### src/sv/tkp_pkg.sv
// Shared types and constants for the top-k scored pair register.
// No dependencies; imported by tkp_cell and top_k_scored_pair_register_top.
package tkp_pkg;

    localparam int          MAX_ENTRIES_DEF = 16;
    localparam int          POSE_W          = 16;
    localparam int          SCORE_W         = 32;
    localparam int          CNT_W           = 5;
    localparam int          PADDR_W         = 3;
    localparam int          PDATA_W         = 32;
    localparam logic [CNT_W-1:0] CAP_RESET  = CNT_W'(16);

    // action codes
    localparam logic ACT_INSERT = 1'b0;
    localparam logic ACT_LOOKUP = 1'b1;

    // register index
    localparam logic REG_CAPACITY = 1'b0;

    typedef struct packed {
        logic [POSE_W-1:0]  first;
        logic [POSE_W-1:0]  second;
        logic [SCORE_W-1:0] score;
    } entry_t;

    // running result handed from cell to cell during a scan
    typedef struct packed {
        logic               found;
        logic [SCORE_W-1:0] best_score;
        logic [POSE_W-1:0]  best_first;
        logic [POSE_W-1:0]  best_second;
        logic [SCORE_W-1:0] lo_score;
    } scan_tok_t;

    typedef struct packed {
        logic valid;   // entry is held
        logic shift;   // take the right neighbor's entry
        logic load;    // take the new pair
    } cell_ctl_t;

    localparam scan_tok_t TOK_INIT = '{
        found:       1'b0,
        best_score:  '0,
        best_first:  '0,
        best_second: '0,
        lo_score:    '1
    };

endpackage

### src/sv/tkp_cell.sv
// One table slot of the top-k pair register: holds a pair and its score,
// folds its entry into the scan beat passed along the chain.
// Depends on tkp_pkg.
module tkp_cell
    import tkp_pkg::*;
#(
    parameter int IDX   = 0,
    parameter int IDX_W = 4
) (
    input  logic              aclk,
    input  cell_ctl_t         ctl,
    input  entry_t            new_ent,
    input  entry_t            next_ent,
    input  logic [POSE_W-1:0] query_pose,
    input  scan_tok_t         tok_i,
    input  logic [IDX_W-1:0]  lo_i,
    output entry_t            ent_o,
    output scan_tok_t         tok_o,
    output logic [IDX_W-1:0]  lo_o
);

    entry_t            ent_reg, ent_next;
    scan_tok_t         tok_reg, tok_next;
    logic [IDX_W-1:0]  lo_reg, lo_next;
    logic              hit, take_best, take_lo;

    always_comb begin
        ent_next = ent_reg;
        if (ctl.load) begin
            ent_next = new_ent;
        end else if (ctl.shift) begin
            ent_next = next_ent;
        end
    end

    // best match: strictly greater keeps the earliest on ties
    // lowest: strictly less keeps the earliest on ties
    assign hit       = ctl.valid && (ent_reg.first == query_pose ||
                                     ent_reg.second == query_pose);
    assign take_best = hit && (!tok_i.found || ent_reg.score > tok_i.best_score);
    assign take_lo   = ctl.valid && ((IDX == 0) || ent_reg.score < tok_i.lo_score);

    always_comb begin
        tok_next = tok_i;
        lo_next  = lo_i;
        if (take_best) begin
            tok_next.found       = 1'b1;
            tok_next.best_score  = ent_reg.score;
            tok_next.best_first  = ent_reg.first;
            tok_next.best_second = ent_reg.second;
        end
        if (take_lo) begin
            tok_next.lo_score = ent_reg.score;
            lo_next           = IDX_W'(IDX);
        end
    end

    always_ff @(posedge aclk) begin
        ent_reg <= ent_next;
        tok_reg <= tok_next;
        lo_reg  <= lo_next;
    end

    assign ent_o = ent_reg;
    assign tok_o = tok_reg;
    assign lo_o  = lo_reg;

endmodule

### config.mk
export PLATFORM = sky130hd
export DESIGN_NAME = tkp_cell
export DESIGN_NICKNAME = d
export VERILOG_FILES = /design/src/sv/tkp_pkg.sv /design/src/sv/tkp_cell.sv
export SDC_FILE = /design/constraint.sdc
export NUM_CORES = 1
export LEC_CHECK = 0
export ABC_CLOCK_PERIOD_IN_PS = 2400
export BUFFER_PORTS_ARGS = -buffer_cell sky130_fd_sc_hd__buf_4
export CAP_MARGIN = 20
export CORE_AREA = 2 2 160 162
export DETAILED_ROUTE_END_ITERATION = 10
export DIE_AREA = 0 0 162 164
export PLACE_DENSITY = 0.57
export SETUP_SLACK_MARGIN = 0.2
export SLEW_MARGIN = 20
export SYNTH_ARGS = -nofsm -noshare
export SYNTH_HDL_FRONTEND = slang
export SYNTH_SLANG_ARGS = --single-unit
### constraint.sdc
create_clock -name aclk -period 2.4 [get_ports aclk]
set_clock_uncertainty 0.15 [all_clocks]
set_input_delay 0.12 -clock aclk [delete_from_list [all_inputs] [get_ports aclk]]
set_output_delay 0.12 -clock aclk [all_outputs]
set_load 0.1 [all_outputs]
Word-level counts from Yosys, hierarchy flattened
Index checks and enable logic that the tools add are counted.
{"block": "word_totals", "ff_bits": 165, "romBits": 0, "inputBits": 249, "mem_bits_rw": 0, "latch_bits": 0, "mem_count": 0}
{"block": "classes", "n_addsub": 0, "bitwise": 0, "shift": 0, "div": 0, "magnitude_cmp": 1, "eq_ne": 2, "reduce_logical": 6, "mux": 4, "n_mul": 0}
{"operator": "2-to-1 mux 64 bit", "n": 3}
{"operator": "equality test 16 bit", "n": 2}
{"operator": "greater-than comparator 32 bit", "n": 1}
{"operator": "2-to-1 mux 32 bit", "n": 1}
{"operator": "logical AND 1 bit", "n": 2}
{"operator": "logical OR 1 bit", "n": 2}
{"operator": "nonzero test 2 bit", "n": 1}
{"operator": "zero test 1 bit", "n": 1}

Depth between registers and ports, before layout
Gate-level depths: netlist (run 1).
{"block": "logic_depth", "ltp_word": 5, "mapped_depth": 9, "ltp_nobuf": 8}

Worst setup path after synthesis (run 1)
No wires, ideal clock.
{"block": "synth_path", "path_type": "reg-to-reg", "start": "register ent_reg, in the netlist ent_o[1]", "end": "register tok_reg, in the netlist tok_o[35]", "stages_incl_launch_ff": 9, "arrival_time_ns": 2.754, "setup_slack_ns": -0.626, "cell_sequence": "edfxtp_1 ha_1 nor2b_1 o21bai_1 a21oi_1 o311ai_1 a31oi_4 buf_6 mux2_4"}
{"element": "start, declared", "line_no": "tkp_cell.sv:22", "text": "entry_t ent_reg, ent_next;"}
{"element": "start signal, assigned", "line_no": "tkp_cell.sv:59", "text": "ent_reg <= ent_next;"}
{"element": "end signal, assigned", "line_no": "tkp_cell.sv:60", "text": "tok_reg <= tok_next;"}
{"element": "end, declared", "line_no": "tkp_cell.sv:23", "text": "scan_tok_t tok_reg, tok_next;"}

==> results of run 1 <==
-- repair_timing --
item                       CTS  global route
gates resized for setup      3            12
setup endpoints to repair   64            64
hold buffers               229             0
cloned                       0             0
setup buffers                1             3
pin swaps                    4             6
hold endpoints to repair   165             0
-- worst paths after layout --
check	from	endpoint	slack (ns)	cells after the start
max	ent_o[31]	tok_o[42]	-0.24	9
min reg2reg	ent_o[11]	tok_o[11]	0.46	2
min	ctl[2]	tok_o[8]	0.02	2
max reg2reg	ent_o[31]	tok_o[42]	-0.24	9
-- cell families after synthesis --
logic type | after synthesis | share of synthesized area
adder cells (fa/ha/maj) | 32 | 0.0548
AND/OR/NAND/NOR | 41 | 0.0330
flip-flops | 165 | 0.540
XOR/XNOR | 32 | 0.0383
multiplexers | 160 | 0.277
buffers and inverters | 49 | 0.0313
AO/OA/AOI/OAI | 28 | 0.0257
-- registers in the layout (all words and copies together) (netlist names) --
signal / count
ent_o: 64
lo_o: 4
tok_o: 97
-- routing by layer --
metal	vias to the layer above	routed length, µm	share of wire	GRT usage
li1	3311	-	-	-
met2	261	15000	0.55	0.391
met5	-	0	0	0
met1	3101	9720	0.36	0.202
met3	21	2160	0.079	0.0684
met4	0	365	0.013	0.0471
-- cells in the mapped netlist --
cell / n / area share
buf_6: 6 / 0.0092
clkbuf_1: 8 / 0.0041
nor4_1: 1 / 0.00086
nor4_2: 1 / 0.0017
mux2_2: 100 / 0.15
nor3_1: 4 / 0.0027
dfxtp_1: 101 / 0.28
or2_2: 1 / 0.00086
o211ai_1: 1 / 0.0010
ha_1: 32 / 0.055
o311ai_2: 1 / 0.0022
a21o_1: 1 / 0.0010
nor2_1: 1 / 0.00051
nand4_1: 15 / 0.013
a21oi_1: 14 / 0.0096
nand2b_1: 2 / 0.0017
o21ai_0: 5 / 0.0034
nand2_1: 5 / 0.0026
edfxtp_1: 64 / 0.26
nor2b_1: 6 / 0.0051
buf_1: 3 / 0.0015
inv_1: 32 / 0.016
mux2_4: 60 / 0.12
o311ai_1: 1 / 0.0012
nand3_1: 4 / 0.0027
a2bb2oi_1: 1 / 0.0012
a21boi_0: 1 / 0.0010
o21a_1: 1 / 0.0010
a31oi_4: 1 / 0.0029
xnor2_1: 32 / 0.038
and4b_1: 1 / 0.0014
o21bai_1: 1 / 0.0010
-- report_power, final --
part | internal [mW] | total [mW] | switching, mW
registers | 3.18 | 3.30 | 0.119
clock network | 1.33 | 2.52 | 1.19
logic | 1.35 | 3.76 | 2.41
-- area by class of cell --
type                            instances  share of cell area
Inverter                               32             0.00830
Timing Repair Buffer                  736               0.429
Sequential cell                       165               0.272
Multi-Input combinational cell        293               0.225
Tap cell                              330              0.0285
Clock inverter                         13             0.00674
Clock buffer                           19              0.0299
-- through the flow --
| stage | hold WS, ns | setup TNS, ns | worst slack [ns] | area, µm² | cells |
|---|---|---|---|---|---|
| after floorplan | 0.0715 | -33.67 | -0.536 | 7340 | 507 |
| after global placement | 0.181 | -17.39 | -0.293 | 11500 | 1323 |
| after detailed placement | 0.185 | -15.28 | -0.269 | 11500 | 1323 |
| after CTS | 0.00457 | -13.55 | -0.260 | 14400 | 1585 |
| after global routing | 0.0114 | -18.34 | -0.338 | 14500 | 1588 |
| final | 0.0231 | -12.01 | -0.236 | 14500 | 1588 |
==> qor.csv, run 1 <==
stage,metric,value,unit
cts,cts_made_buffers,17,
layout,antenna_cells,0,
setup_path,setup.worst_path.start_class,flip-flop,
sta,drv_slew,0,
power,p_leak,6.61,nW
layout,fin_util,0.583,
cts,cts.htree.levels,4,
die,rows,58,
sta,period_minus_slack,2.64,ns
route,dr.pass1.iters,4,
synthesis,syn-num-nets,788,
power,powerDensity,662,nW/µm²
setup_path,critPathMaxFanout,16,
setup_path,cp_slowest_cell,edfxtp_1,
cts,clock-root-buffer,clkbuf_16,
global_routing,grt_overflow,0,
sta,fin_crit_sh,1.10,
layout,num-fill-cells,2065,
sta,final_hold_viol_count,0,
die,core,24800,µm²
setup_path,cp_slowest_stage_delay,0.42,ns
layout,seqCellArea,3940,µm²
placement,io_buffers,413,
synthesis,synthesis.area,7310,µm²
setup_path,critical_path_class,reg2reg,
run,cap_violations,0,
setup_path,critPathMostFrequentCell,buf_12,
route,num_vias,6694,
cts,clk_pin_slew_worst_paths,0.07,ns
die,design.die.area,26600,µm²
setup_path,crit_arrival,2.79,ns
global_routing,grtUsageTotal,0.200,
route,routed_wl,27.3,mm
layout,nets,1526,
route,ant_nets,0,
synthesis,synth-seq-cells,165,
synthesis,ys_types,32,
setup_path,path_cells,ha_1 -> nand4_1 -> buf_4 -> nor3_4 -> o311ai_4 -> a31oi_4 -> buf_12 -> buf_12 -> mux2_4,
setup_path,crit_buf_inv,3,
route,drc,0,
setup_path,required,2.55,ns
layout,synthToLayoutAreaGrowth,98.0,%
sta,max_freq,0.379,GHz
sta,maxSlewHeadroom,0.741,
die,die_x,162,µm
synthesis,yosysSeqAreaShare,0.540,
global_routing,antenna_found_initial,0,
die,initial_utilization,0.295,
layout,layout_commonest_cell,buf_4,
run_status,violations,negative setup slack,
run_status,status,"finished, violations left",
cts,cts_buffer_depth,2,
route,first_iter_violations,168,
power,finalPower,9.58,mW
synthesis,yosys_warnings,0,
setup_path,cp-end-kind,flip-flop,
cts,cts_tree,done,
synthesis,syn_avg_cell_area,14.4,µm²
global_routing,grt_pass1_wl,40.0,mm
layout,multi_input_area,3260,µm²
sta,setup_ws,-0.236,ns
synthesis,synthCells,507,
global_routing,grt_max_degree,65,
route,wire_per_inst,17.2,µm
route,viasPerCell,4.22,
layout,layout-drive-gt1-share,0.564,
placement,gp_congestion,0.770,
global_routing,grt_pass1_vias,7312,
cts,clk-insertion-delay-late,0.42,ns
setup_path,cp_top_family,buffers and inverters,
placement,dp_hpwl,20.3,mm
hold_path,holdCritPathClass,in2reg,
die,io_pins,414,
die,die-height,164,µm
sta,rsz0062_at_grt,yes,
layout,layout_common_cells,"497 x buf_4, 229 x dlygate4sd3_1, 101 x dfxtp_1",
sta,finalSetupViolCount,64,
power,irDropWorstVdd,0.327,mV
sta,max_slew.worst_pin.slew,0.389,ns
cts,clock-sinks,165,
Note: power is estimated with default switching activity, not from simulation.
==> run 2: changes to the inputs <==
--- a/config.mk
+++ b/config.mk
@@ -12,6 +12,7 @@
 export DETAILED_ROUTE_END_ITERATION = 10
 export DIE_AREA = 0 0 162 164
 export PLACE_DENSITY = 0.57
+export RECOVER_POWER = 100
 export SETUP_SLACK_MARGIN = 0.2
 export SLEW_MARGIN = 20
 export SYNTH_ARGS = -nofsm -noshare
==> qor.csv, run 2 (same netlist as run 1, synthesis figures left out) <==
stage,metric,value,unit,change
run_status,status,"finished, violations left",,
run_status,violations,"max-capacitance violations, max-slew violations, negative setup slack",,
sta,maxSlewHeadroom,-0.218,,-0.959
route,dr.pass1.iters,4,,unchanged
sta,final_hold_viol_count,0,,unchanged
setup_path,r2r_cells,9,,unchanged
power,seq_power_share,0.352,,+0.008
cts,cts.htree.levels,4,,unchanged
sta,fin_crit_sh,1.09,,-0.00646
die,core,24800,µm²,unchanged
route,met2_length,15.0,mm,about the same
cts,clock-sinks,165,,unchanged
power,swShare,0.398,,+0.00978
power,switchingPower,3.72,mW,about the same
setup_path,cp.depth,9,,unchanged
power,combPwrFrac,0.377,,-0.016
sta,setup_ws,-0.221,ns,+0.0155 ns
placement,dp_hpwl,20.3,mm,unchanged
power,irDropWorstVdd,0.326,mV,-0.31%
cts,clk_pin_slew_worst_paths,0.07,ns,about the same
setup_path,critPathMostFrequentCell,buf_12,,
layout,largest_reg_flops,97,,unchanged
setup_path,required,2.55,ns,about the same
setup_path,r2r_slack,-0.22,ns,+0.02 ns
setup_path,cp_top_family,buffers and inverters,,
route,drc,0,,unchanged
setup_path,setup.worst_path.start_class,flip-flop,,
global_routing,grt_max_degree,65,,unchanged
route,num_vias,6722,,+0.42%
route,ant_nets,0,,unchanged
setup_path,timing.rr.end,tok_o[42],,
layout,fin_area,13800,µm²,-4.8%
layout,fin_util,0.555,,-0.0277
global_routing,grtUsageTotal,0.200,,unchanged
die,initial_utilization,0.295,,unchanged
placement,gp_congestion,0.770,,unchanged
power,finalPower,9.35,mW,-2.4%
cts,cts_buffer_depth,2,,unchanged
power,pwr-share-clk,0.271,,+0.008
setup_path,cp_slowest_stage_delay,0.41,ns,about the same
sta,rsz0062_at_grt,yes,,
die,die_x,162,µm,unchanged
die,io_pins,414,,unchanged
power,powerDensity,678,nW/µm²,+2.4%
sta,tns,-11.19,ns,+0.825 ns
cts,cts_tree,done,,
setup_path,critPathMaxFanout,16,,unchanged
sta,max_freq,0.382,GHz,+0.59%
setup_path,path_cells,ha_1 -> nand4_1 -> buf_4 -> nor3_4 -> o311ai_4 -> a31oi_4 -> buf_12 -> buf_12 -> mux2_4,,
die,design.die.area,26600,µm²,unchanged
global_routing,grt_pass1_wl,40.0,mm,unchanged
die,die-height,164,µm,unchanged
hold_path,holdCritPathClass,in2reg,,
layout,nets,1526,,unchanged
route,first_iter_violations,167,,-0.60%
sta,max_slew.worst_pin.slew,1.83,ns,+1.44 ns
layout,layout_common_cells,"281 x buf_4, 229 x dlygate4sd3_1, 134 x clkbuf_1",,
setup_path,cp_slowest_cell,edfxtp_1,,
layout,layout-drive-gt1-share,0.458,,-0.107
sta,finalSetupViolCount,64,,unchanged
placement,io_buffers,413,,unchanged
route,wire_per_inst,17.2,µm,+0.35%
hold_path,hold_end,tok_o[8],,
power,p_int,5.63,mW,-4.0%
die,rows,58,,unchanged
global_routing,grt_overflow,0,,unchanged
sta,hold_ws,0.0192,ns,-0.00395 ns
sta,drv_slew,65,,+65
setup_path,critical_path_class,reg2reg,,
layout,layout_commonest_cell,buf_4,,
setup_path,crit_arrival,2.77,ns,-0.02 ns
setup_path,cp-end-kind,flip-flop,,
route,highest_layer,met4,,
route,met3_length,2.22,mm,+2.5%
hold_path,hold_depth,2,,unchanged
global_routing,grt_pass1_vias,7312,,unchanged
layout,antenna_cells,0,,unchanged
route,wl_met1,9.79,mm,+0.65%
run,cap_violations,1,,+1
power,p_leak,6.07,nW,-8.1%
global_routing,antenna_found_initial,0,,unchanged
cts,clk-insertion-delay-late,0.43,ns,about the same
setup_path,crit_buf_inv,3,,unchanged
cts,clock-root-buffer,clkbuf_16,,
sta,period_minus_slack,2.62,ns,-0.0155 ns
hold_path,hold_start,ctl[2],,
route,viasPerCell,4.23,,+0.42%
cts,cts_made_buffers,17,,unchanged
setup_path,reg2reg_from,ent_o[31],,
route,routed_wl,27.4,mm,+0.35%
layout,synthToLayoutAreaGrowth,88.6,%,
placement,place_area,11500,µm²,unchanged
==> run 2: cell types whose count changed in the layout (fill, tap and decap cells not counted), sizes merged <==
cell and delta:
buf -218, clkbuf +218
==> run 2: per-layer routing <==
layer	track usage	vias to the layer above
li1	-	3310
met1	0.202	3123
met2	0.391	269
met3	0.0684	20
met4	0.0471	0
met5	0	-
==> run 2: worst max-delay path by stage <==
stage,start,end,slack (ns)
after global placement,ent_o[31],tok_o[43],-0.29
final,ent_o[31],tok_o[42],-0.22
after detailed placement,ent_o[31],tok_o[55],-0.27
after floorplan,ent_o[31],tok_o[91],-0.54
after CTS,ent_o[26],tok_o[42],-0.26
after global routing,ent_o[31],tok_o[42],-0.34
==> run 2: cell type report <==
cell class | count | area [µm²]
clock buffers | 19 | 433
clock inverters | 13 | 97.6
fillers | 2212 | 11000
inverters | 32 | 120
multi-input cells | 293 | 3260
flip-flops and latches | 165 | 3940
well taps | 330 | 413
repair buffers | 736 | 5520
==> run 2: stage by stage <==
stage | setup WS (ns) | std cells
2_1_floorplan | -0.536 | 507
3_3_place_gp | -0.293 | 1323
3_5_place_dp | -0.269 | 1323
4_1_cts | -0.260 | 1585
5_1_grt | -0.336 | 1588
6_report | -0.221 | 1588
==> run 2: power groups by stage <==
stage | registers (mW) | clock network (mW) | logic (mW)
finish | 3.29 | 2.53 | 3.52
global route | 3.32 | 2.72 | 3.68
CTS | 3.30 | 2.61 | 3.75
detailed placement | 3.36 | 0 | 3.41
global placement | 3.35 | 0 | 3.40
floorplan | 5.14 | 0 | 0.489
==> run 2: what timing repair did <==
item | in CTS | in global routing
buffers inserted | 1 | 3
setup endpoints to repair | 64 | 64
resized for setup | 3 | 12
hold endpoints to repair | 165 | 0
pin swaps | 4 | 6
hold buffers | 229 | 0
==> run 3: changes to the inputs <==
--- a/config.mk
+++ b/config.mk
@@ -5,12 +5,13 @@
 export SDC_FILE = /design/constraint.sdc
 export NUM_CORES = 1
 export LEC_CHECK = 0
+export ABC_AREA = 1
 export ABC_CLOCK_PERIOD_IN_PS = 2400
 export BUFFER_PORTS_ARGS = -buffer_cell sky130_fd_sc_hd__buf_4
 export CAP_MARGIN = 20
-export CORE_AREA = 2 2 160 162
+export CORE_AREA = 2 2 161 163
 export DETAILED_ROUTE_END_ITERATION = 10
-export DIE_AREA = 0 0 162 164
+export DIE_AREA = 0 0 163 165
 export PLACE_DENSITY = 0.57
 export RECOVER_POWER = 100
 export SETUP_SLACK_MARGIN = 0.2
==> qor.csv, run 3 <==
stage,metric,value,unit,change
sta,finalSetupViolCount,0,,-100%
layout,fin_util,0.563,,+0.00791
synthesis,synth_edf_count,64,,unchanged
hold_path,hold_start,ctl[2],,
die,die-height,165,µm,+0.61%
sta,final_hold_viol_count,0,,unchanged
layout,num-fill-cells,2309,,+4.4%
die,rows,58,,unchanged
layout,largest_reg_flops,97,,unchanged
power,p_leak,6.88,nW,+13%
layout,seqCellArea,3940,µm²,unchanged
placement,gp_congestion,0.837,,+8.6%
layout,layout_commonest_cell,nand2_1,,
synthesis,ys_top_cells_by_area,"dfxtp_1 27%, edfxtp_1 26%, nand2_1 24%",,
run_status,violations,"max-capacitance violations, max-slew violations",,
layout,layout_common_cells,"426 x nand2_1, 266 x buf_4, 229 x dlygate4sd3_1",,
synthesis,yosysSeqAreaShare,0.536,,-0.00394
setup_path,r2r_slack,0.14,ns,+0.36 ns
setup_path,critPathMaxFanout,5,,-11
route,routed_wl,32.5,mm,+19%
route,drc,0,,unchanged
sta,period_minus_slack,2.26,ns,-0.362 ns
sta,drv_slew,65,,unchanged
synthesis,postSynth.asyncResetShare,0,,unchanged
global_routing,grtUsageTotal,0.232,,+0.0318
setup_path,setup.worst_path.start_class,flip-flop,,
sta,fin_crit_sh,0.941,,-0.151
synthesis,synth_flop_cell,dfxtp_1,,
route,viasPerCell,4.40,,+4.0%
cts,cts_buffer_depth,2,,unchanged
global_routing,grt_overflow,0,,unchanged
layout,layout-drive-gt1-share,0.279,,-0.179
sta,maxSlewHeadroom,-0.0965,,+0.122
synthesis,synth-seq-cells,165,,unchanged
cts,clock-sinks,165,,unchanged
synthesis,synthesis.area,7360,µm²,+0.74%
route,wire_per_inst,16.7,µm,-3.3%
synthesis,synth_commonest_cells,"467 x nand2_1, 101 x dfxtp_1, 69 x nand3_1, 64 x edfxtp_1, 53 x inv_1",,
setup_path,critical_path_class,reg2reg,,
synthesis,syn_avg_cell_area,8.09,µm²,-44%
die,die_x,163,µm,+0.62%
placement,dp_hpwl,21.5,mm,+5.9%
setup_path,r2r_cells,14,,+5
synthesis,yosysTopAreaCellShare,0.275,,-0.00202
hold_path,hold_depth,3,,+1
layout,synthToLayoutAreaGrowth,91.6,%,
run_status,status,"finished, violations left",,
cts,clk-insertion-delay-late,0.43,ns,about the same
placement,io_buffers,413,,unchanged
setup_path,cp-end-kind,flip-flop,,
layout,nets,1887,,+24%
run,cap_violations,1,,unchanged
die,core,25000,µm²,+0.88%
setup_path,cp-startpoint,ent_o[31],,
global_routing,grt_pass1_vias,8788,,+20%
synthesis,yosysMostFrequentCell,nand2_1,,
route,dr.pass1.iters,4,,unchanged
sta,rsz0062_at_grt,yes,,
synthesis,yosys_warnings,0,,unchanged
cts,cts_tree,done,,
sta,setup_ws,0.141,ns,+0.362 ns
setup_path,reg2reg_from,ent_o[31],,
layout,multi_input_area,3400,µm²,+4.4%
power,powerDensity,689,nW/µm²,+1.6%
global_routing,grt_max_degree,65,,unchanged
synthesis,synthCells,910,,+79%
cts,clock-root-buffer,clkbuf_16,,
hold_path,holdCritPathClass,in2reg,,
route,ant_nets,0,,unchanged
die,design.die.area,26900,µm²,+1.2%
die,initial_utilization,0.294,,-0.000412
sta,max_freq,0.443,GHz,+16%
cts,cts.htree.levels,4,,unchanged
die,io_pins,414,,unchanged
power,irDropWorstVdd,0.456,mV,+40%
route,num_vias,8592,,+28%
global_routing,antenna_found_initial,2,,+2
placement,place_ws,0.00187,ns,+0.271 ns
synthesis,ys_types,26,,-19%
cts,cts_made_buffers,17,,unchanged
global_routing,grt_pass1_wl,47.0,mm,+18%
sta,max_slew.worst_pin.slew,1.64,ns,-0.183 ns
synthesis,synth.largest_area_cell,dfxtp_1,,
setup_path,crit_arrival,2.43,ns,-0.34 ns
route,first_iter_violations,373,,+120%
cts,clk_pin_slew_worst_paths,0.07,ns,about the same
synthesis,syn-num-nets,1191,,+51%
setup_path,required,2.57,ns,+0.02 ns
## run 3: what timing repair did
action,CTS,global route
cloned,9,1
hold buffers,229,0
pin swaps,16,23
setup buffers,22,16
gates resized for setup,54,65
endpoints found under the setup margin,64,65
hold endpoints to repair,165,0
## run 3: routing by layer
metal / up-vias / global-route usage / share of wire
met5: - / 0 / 0
met4: 0 / 0.0965 / 0.030
met3: 62 / 0.0527 / 0.058
met2: 318 / 0.435 / 0.53
met1: 3947 / 0.249 / 0.38
li1: 4265 / - / -
## run 3: area by class of cell
cell class | count | area share
repair buffers | 717 | 0.392
diodes | 3 | 0.000532
inverters | 55 | 0.0146
clock buffers | 23 | 0.0377
flip-flops and latches | 165 | 0.280
well taps | 330 | 0.0293
clock inverters | 9 | 0.00532
multi-input cells | 650 | 0.241
## run 3: per-stage QoR
step / hold WS, ns / power [mW] / setup TNS [ns] / instances / cell area, µm²
6_report: 0.102 / 9.71 / 0 / 1952 / 14100
5_1_grt: 0.0954 / 10.1 / 0 / 1951 / 14100
2_1_floorplan: 0.0731 / 5.61 / -10.74 / 910 / 7420
4_1_cts: 0.105 / 9.84 / 0 / 1932 / 14400
3_3_place_gp: 0.157 / 6.58 / 0 / 1640 / 10900
3_5_place_dp: 0.160 / 6.60 / 0 / 1640 / 10900
## run 3: worst max-delay path, stage by stage, from the launching register on
cell      delay (ns)
edfxtp_1        0.45
ha_4            0.31
nand2_2         0.08
nor2_4          0.12
nand2_2         0.09
nor2_4          0.13
nand2_1         0.06
nand2_1         0.08
nand2_2         0.07
nand2_4         0.10
nand2_8         0.08
buf_4           0.18
buf_16          0.15
nand2_1         0.05
nand2_1         0.05
## run 3: cell families (layout without fill, tap and decap cells)
group                      count (synthesis)  after routing  synth area share
adders and majority gates                 32             32            0.0544
and+or+nand+nor                          571            571             0.307
xor gates and xnor gates                  25             25            0.0297
buffers and inverters                     95            804            0.0564
DFF                                      165            165             0.536
AOI/OAI and AO/OA                         22             22            0.0165
other                                      0              3                 0
## run 3: final timing paths
path | endpoint
max | tok_o[51]
min | lo_o[1]
max reg2reg | tok_o[51]
min reg2reg | tok_o[24]
## run 3: power by group
part	switching [mW]	internal, mW
clock network	1.23	1.60
logic	2.54	1.01
registers	0.159	3.18
